--- src/design/ptb_pkg.sv ---
`timescale 1ns / 1ps
// Shared constants, types and controller codes for the per-flow token bucket.
package ptb_pkg;

  localparam int PTB_FLOWS     = 1024;
  localparam int PTB_FRAC_BITS = 16;

  localparam int FLOW_W    = 10;
  localparam int CELL_W    = 32;
  localparam int TICK_W    = 48;
  localparam int RATE_W    = 32;
  localparam int WAIT_W    = 56;
  localparam int MUL_W     = 32;
  localparam int CFG_W     = 32;
  localparam int REG_IDX_W = 1;

  typedef enum logic [REG_IDX_W-1:0] {
    REG_REFILL_RATE = 1'b0,
    REG_BURST_SIZE  = 1'b1
  } ptb_reg_t;

  typedef enum logic [3:0] {
    S_CLEAR,
    S_IDLE,
    S_READ,
    S_LOAD,
    S_MUL_LO,
    S_MUL_HI,
    S_ACC,
    S_REFILL,
    S_CHARGE,
    S_DIV,
    S_RESULT
  } ptb_state_t;

  typedef struct packed {
    logic clear;
    logic load_in;
    logic read;
    logic load_entry;
    logic mul_lo;
    logic mul_hi;
    logic acc;
    logic refill;
    logic charge;
    logic out_load;
  } ptb_cmd_t;

  typedef struct packed {
    logic clr_last;
    logic rate_zero;
    logic deny;
    logic div_busy;
    logic out_free;
  } ptb_sts_t;

endpackage

--- src/design/ptb_ctrl.sv ---
`timescale 1ns / 1ps
// Controller state machine sequencing one request through the datapath.
module ptb_ctrl import ptb_pkg::*; (
  input  logic     clk,
  input  logic     rst,
  input  logic     in_valid,
  output logic     in_ready,
  input  ptb_sts_t sts,
  output ptb_cmd_t cmd
);

  ptb_state_t state;
  ptb_state_t state_next;

  always_ff @(posedge clk) begin
    if (rst) begin
      state <= S_CLEAR;
    end else begin
      state <= state_next;
    end
  end

  always_comb begin
    state_next = state;
    cmd        = '0;
    in_ready   = 1'b0;
    case (state)
      S_CLEAR: begin
        cmd.clear = 1'b1;
        if (sts.clr_last) begin
          state_next = S_IDLE;
        end
      end
      S_IDLE: begin
        in_ready = 1'b1;
        if (in_valid) begin
          cmd.load_in = 1'b1;
          state_next  = sts.rate_zero ? S_RESULT : S_READ;
        end
      end
      S_READ: begin
        cmd.read   = 1'b1;
        state_next = S_LOAD;
      end
      S_LOAD: begin
        cmd.load_entry = 1'b1;
        state_next     = S_MUL_LO;
      end
      S_MUL_LO: begin
        cmd.mul_lo = 1'b1;
        state_next = S_MUL_HI;
      end
      S_MUL_HI: begin
        cmd.mul_hi = 1'b1;
        state_next = S_ACC;
      end
      S_ACC: begin
        cmd.acc    = 1'b1;
        state_next = S_REFILL;
      end
      S_REFILL: begin
        cmd.refill = 1'b1;
        state_next = S_CHARGE;
      end
      S_CHARGE: begin
        cmd.charge = 1'b1;
        state_next = sts.deny ? S_DIV : S_RESULT;
      end
      S_DIV: begin
        if (!sts.div_busy) begin
          state_next = S_RESULT;
        end
      end
      S_RESULT: begin
        if (sts.out_free) begin
          cmd.out_load = 1'b1;
          state_next   = S_IDLE;
        end
      end
      default: begin
        state_next = S_IDLE;
      end
    endcase
  end

endmodule

--- config.mk ---
export PLATFORM = sky130hd
export DESIGN_NAME = ptb_ctrl
export DESIGN_NICKNAME = d
export VERILOG_FILES = /design/src/design/ptb_pkg.sv /design/src/design/ptb_ctrl.sv
export SDC_FILE = /design/constraint.sdc
export NUM_CORES = 1
export LEC_CHECK = 0
export ABC_AREA = 1
export ABC_CLOCK_PERIOD_IN_PS = 1500
export BUFFER_PORTS_ARGS = -buffer_cell sky130_fd_sc_hd__buf_2
export CORE_AREA = 2 2 39 41
export DETAILED_ROUTE_END_ITERATION = 8
export DIE_AREA = 0 0 41 43
export PLACE_DENSITY = 0.62
export SYNTH_ARGS = -nofsm -noshare
export SYNTH_HDL_FRONTEND = slang
export SYNTH_SLANG_ARGS = --single-unit
--- constraint.sdc ---
create_clock -name clk -period 1.5 [get_ports clk]
set_input_delay 0.225 -clock clk [delete_from_list [all_inputs] [get_ports clk]]
set_output_delay 0.225 -clock clk [all_outputs]
set_load 0.01 [all_outputs]
Word-level counts from Yosys, hierarchy flattened

Cells that the tools add are included.

Order comparisons: 0
Shift-type cells: 0
Bitwise gates (word level): 0
Mux-type cells: 20
Reduce and logical (&&, ||, !) cells: 2
Add/sub/neg operators: 0
Divide/modulo/power cells: 0
Equal/unequal tests: 14
$mul: 0

Operators by type and width:

| cell                                                             | count |
|---|---|
| 4-bit one-hot mux with 11 select lines                           | 1 |
| 4-bit 2-to-1 mux                                                 | 5 |
| 4-bit by 3-bit == test with 1-bit output (second input constant) | 4 |
| 1-bit 2-to-1 mux                                                 | 13 |
| 4-bit == test (second input constant)                            | 3 |
| 4-bit by 2-bit == test with 1-bit output (second input constant) | 2 |
| 2-bit inequality test (second input constant)                    | 4 |
| 4-bit by 1-bit == test with 1-bit output (second input constant) | 1 |
| 4-bit logical NOT                                                | 1 |
| 4-bit AND reduction                                              | 1 |
| 2-bit 2-to-1 mux                                                 | 1 |

Bits in latches: 0
Bits in registers: 4
Memories: 0
Bits in read-only memories: 0
Output and inout bits: 11
Input bits: 8
RAM bits: 0

Longest topological paths before layout

Depth after elaboration: 3
Depth in mapped cells: 9

Least setup slack after synthesis

Ideal clock, no wire load.

Path type: register -> output
Start point: reg state[1]
End point: out cmd[0] (netlist name)
Slack: 0.255 ns
Cell stages (with the launch flop): 5
Arrival: 1.020 ns
Path through: dfxtp_1 -> inv_1 -> nor2_2 -> inv_1 -> nor4_1

RTL lines:

| what                     | RTL line       | source |
|---|---|---|
| start: declaration       | ptb_ctrl.sv:12 | `ptb_state_t state;` |
| start signal: assignment | ptb_ctrl.sv:19 | `state <= state_next;` |
| end: declaration         | ptb_ctrl.sv:9  | `output ptb_cmd_t cmd` |

==> tab_implementation.tex <==
\begin{tabular}{lr}
\hline
Metric & Value \\
\hline
\multicolumn{2}{l}{\textbf{Run status}} \\
Run status & complete, no violations \\
\multicolumn{2}{l}{\textbf{Critical path}} \\
Slowest CP cell & sky130\_fd\_sc\_hd\_\_dfxtp\_2 \\
CP Class & reg2out \\
Cell chain of the critical path & inv\_1, nor2\_2, inv\_1, nor4\_2, buf\_2 \\
Critical path endpoint & cmd[0] \\
Endpoint arrival time on the critical path & roughly 1200 ps \\
Critical path buffer and inverter count & 3 \\
Worst reg2reg path endpoint & state[0]\$\_SDFFE\_PP0P\_ \\
Startpoint type of the worst setup path & flip-flop \\
Largest delay contributor family on the critical path & flip-flops \\
Instance count on the critical path & 5 \\
Cell seen most often among critical-path stages & sky130\_fd\_sc\_hd\_\_inv\_1 \\
Delay of the slowest cell on the worst path & 370 ps \\
Startpoint of the most critical register-to-register path & state[3]\$\_SDFFE\_PP0P\_ \\
Maximum fanout count along the critical path & 5 \\
Beginning of the critical path & state[1]\$\_SDFFE\_PP0P\_ \\
Worst reg2reg setup slack & about 240 ps \\
Number of cells on the worst reg-to-reg path & 9 \\
Setup crit end kind & output pin \\
Worst path required time & approximately 1300 ps \\
\multicolumn{2}{l}{\textbf{Cells and area}} \\
Final cell utilization of the core & 40.6\% \\
Layout overhead on the synthesized area & 37.7\% \\
Antenna diode instance count & 0 \\
Largest register by flop count & state \\
Multi-input logic area & 288 µm² \\
Most frequent cells in the layout & 18 x sky130\_fd\_sc\_hd\_\_buf\_2, 16 x sky130\_fd\_sc\_hd\_\_nand2\_1, 12 x sky130\_fd\_sc\_hd\_\_inv\_1, 10 x sky130\_fd\_sc\_hd\_\_nor2\_1, 7 x sky130\_fd\_sc\_hd\_\_nand3\_1 \\
Net count reported at finish & 105 \\
Number of filler cells placed in the layout & 161 \\
Largest register FFs & 4 \\
Most frequent standard cell in the layout excluding fill and tap cells & sky130\_fd\_sc\_hd\_\_buf\_2 \\
Biggest registers after layout & state: 4 flops \\
Sequential cell area in the final layout & 85.1 µm² \\
Fraction of layout instances using a drive strength above 1 & 43.2\% \\
Final cell count without fillers & approximately 110 \\
\multicolumn{2}{l}{\textbf{Global routing}} \\
Wire length of the first global-routing pass & roughly 1.8 mm \\
Maximum number of pins on one net before global-route repair & 7 \\
Total grt overflow & 0 \\
Overall routing resource usage & 14.3\% \\
Vias in the first global route & around 430 \\
Antenna violations before repair & 0 \\
\multicolumn{2}{l}{\textbf{Clock network}} \\
Number of buffers on the longest clock path & 2 \\
Worst skew pair latency & approximately 230 ps \\
TritonCTS clock tree & built \\
Register clock-pin slew on the reported worst setup and hold paths & roughly 30 ps \\
Post-CTS setup buffers & 0 \\
CTS sink count & 4 \\
H-tree depth & 1 \\
Clock buffers created by TritonCTS & 3 \\
Clock root buffer & sky130\_fd\_sc\_hd\_\_clkbuf\_4 \\
\multicolumn{2}{l}{\textbf{STA}} \\
Slack of the critical path & around 37 ps \\
Final worst path period share & 97.5\% \\
Maximum clock skew at final layout & 1.44 ps \\
Fin crit period & 1460 ps \\
Final setup violation count & 0 \\
Headroom to the max-slew limit & between 80\% and 90\% \\
Final Hold Viols & 0 \\
Final Max Slew Viols & 0 \\
Slew at the pin closest to its max-slew limit & 251 ps \\
Peak Freq & 684 MHz \\
Hold Worst Slack & 202 ps \\
\multicolumn{2}{l}{\textbf{Power and ir drop}} \\
IR Drop Worst-Case VDD & 855 µV \\
Pwr Density & 1650 nW/µm² \\
Sequential share of power & 23.0\% \\
Net switching power figure & about 0.00048 W \\
Post-layout total power & around 0.00093 W \\
Clock Power Share & 13.6\% \\
Internal power of the cells & 0.000448 W \\
Standby leakage power & about 0.31 nW \\
Net Sw Frac & 51.6\% \\
Relative contribution of combinational cells to total power & between 60\% and 70\% \\
\multicolumn{2}{l}{\textbf{Synth}} \\
Synthesized cell area & 408 µm² \\
Warnings, synthesis & 0 \\
Seq cells post-synth & 4 \\
Count of unique library cells instantiated by Yosys & 16 \\
Area leader, netlist & sky130\_fd\_sc\_hd\_\_dfxtp\_1 \\
Portion of synthesized cell area occupied by the leading cell type & 19.6\% \\
Syn\_nets & 82 \\
Cells after Synth & between 70 and 80 \\
Seq/Total Area, Yosys & 19.6\% \\
Main area contributors after synthesis & sky130\_fd\_sc\_hd\_\_dfxtp\_1 20\%, sky130\_fd\_sc\_hd\_\_nand2\_1 15\%, sky130\_fd\_sc\_hd\_\_inv\_1 11\% \\
Syn\_area\_per\_cell & approximately 5.5 µm² \\
\multicolumn{2}{l}{\textbf{Placement}} \\
Dpl ws & approximately 190 ps \\
Port Buffer Count & 18 \\
Half-perimeter wire length of the detailed placement result & 890 µm \\
Final estimated routing congestion in global placement & about 0.83 \\
Placed Cells incl. Taps & 108 \\
\multicolumn{2}{l}{\textbf{Detailed routing}} \\
Number of antenna-violating nets in the routed design & 0 \\
Number of iterations in the first detailed-routing pass & 4 \\
Via density & 4.62 \\
Via count & 513 \\
\# DRC & 0 \\
Post-DR wirelength/cell & 10.4 µm \\
DRT Wirelength & 1.15 mm \\
Starting DRC count in detailed routing & 18 \\
\multicolumn{2}{l}{\textbf{Hold path}} \\
Kind of path behind the tightest hold check & in2reg \\
\multicolumn{2}{l}{\textbf{Run}} \\
Max cap viols & 0 \\
\multicolumn{2}{l}{\textbf{Die}} \\
Site Rows & 14 \\
Number of primary I/O pins & 19 \\
Die area & about 1800 µm² \\
Horizontal die dimension & between 40 and 50 µm \\
Core area & 1380 µm² \\
Effective utilization at floorplan & 29.5\% \\
Die Y & approximately 43 µm \\
\hline
\end{tabular}
per-layer routing:
layer  GRT usage (%)  share of wire [%]  up-vias
met5               0                  0        -
met2            19.1                 47       19
met1            21.5                 47      218
li1                -                  -      274
met4            5.33                1.2        0
met3            3.14                5.2        2
metrics by stage:
step           setup TNS [ps]  area [µm²]
3_5_place_dp                0         518
4_1_cts                     0         547
3_3_place_gp                0         518
2_1_floorplan               0         408
5_1_grt                 -71.1         562
6_report                    0         562
worst reg2reg max path, stage by stage, from the launching register on:
cell and delay, ps:
sky130_fd_sc_hd__dfxtp_2 410, sky130_fd_sc_hd__inv_2 100, sky130_fd_sc_hd__nor2_2 190, sky130_fd_sc_hd__nand3_2 140
sky130_fd_sc_hd__nand2_2 90, sky130_fd_sc_hd__inv_2 40, sky130_fd_sc_hd__nand2_2 50, sky130_fd_sc_hd__nand2_1 50
sky130_fd_sc_hd__nand2_1 60, sky130_fd_sc_hd__nor2_1 40
synthesized netlist by cell type:
| library cell | count |
|---|---|
| sky130_fd_sc_hd__a21oi_1 | 2 |
| sky130_fd_sc_hd__a21oi_2 | 1 |
| sky130_fd_sc_hd__dfxtp_1 | 4 |
| sky130_fd_sc_hd__inv_1 | 12 |
| sky130_fd_sc_hd__inv_2 | 3 |
| sky130_fd_sc_hd__nand2_1 | 16 |
| sky130_fd_sc_hd__nand2_2 | 2 |
| sky130_fd_sc_hd__nand3_1 | 7 |
| sky130_fd_sc_hd__nand3_2 | 2 |
| sky130_fd_sc_hd__nand3b_1 | 2 |
| sky130_fd_sc_hd__nand4_1 | 2 |
| sky130_fd_sc_hd__nor2_1 | 12 |
| sky130_fd_sc_hd__nor2_2 | 5 |
| sky130_fd_sc_hd__nor3_1 | 2 |
| sky130_fd_sc_hd__nor4_1 | 1 |
| sky130_fd_sc_hd__o21ai_0 | 1 |
worst min-delay path by stage:
stage          from                    end  slack (ps)  cells past startpoint
2_1_floorplan   rst  state[3]$_SDFFE_PP0P_         290                      1
3_3_place_gp    rst  state[3]$_SDFFE_PP0P_         440                      2
3_5_place_dp    rst  state[3]$_SDFFE_PP0P_         440                      2
4_1_cts         rst  state[3]$_SDFFE_PP0P_         210                      2
5_1_grt         rst  state[3]$_SDFFE_PP0P_         230                      2
6_report        rst  state[3]$_SDFFE_PP0P_         200                      2
power by group through the flow:
stage | clock network [W] | logic, W | registers (W)
after global placement | 0 | 0.000571 | 0.000194
final | 0.000126 | 0.000587 | 0.000213
after detailed placement | 0 | 0.000570 | 0.000194
after global routing | 0.000142 | 0.000673 | 0.000218
after floorplan | 0 | 0.000422 | 0.000183
after CTS | 0.000134 | 0.000576 | 0.000198
layout make-up:
type | instances | area share [%]
multi-input cells | 55 | 51.2
repair buffers | 18 | 16.0
flip-flops and latches | 4 | 15.1
inverters | 15 | 10.0
clock buffers | 3 | 4.01
well taps | 16 | 3.56
repair_timing:
action                     in CTS  in global routing
resized for setup               2                  6
setup endpoints to repair       3                  8
hold buffers                    0                  0
cell families (layout without fill, tap and decap cells):
family / count (synthesis) / after routing / synth area share (%)
AOI/OAI and AO/OA: 4 / 4 / 5.83
buffers and inverters: 15 / 36 / 13.8
DFF: 4 / 4 / 19.6
and+or+nand+nor: 51 / 51 / 60.7
Power figures use the tool's default switching activity.
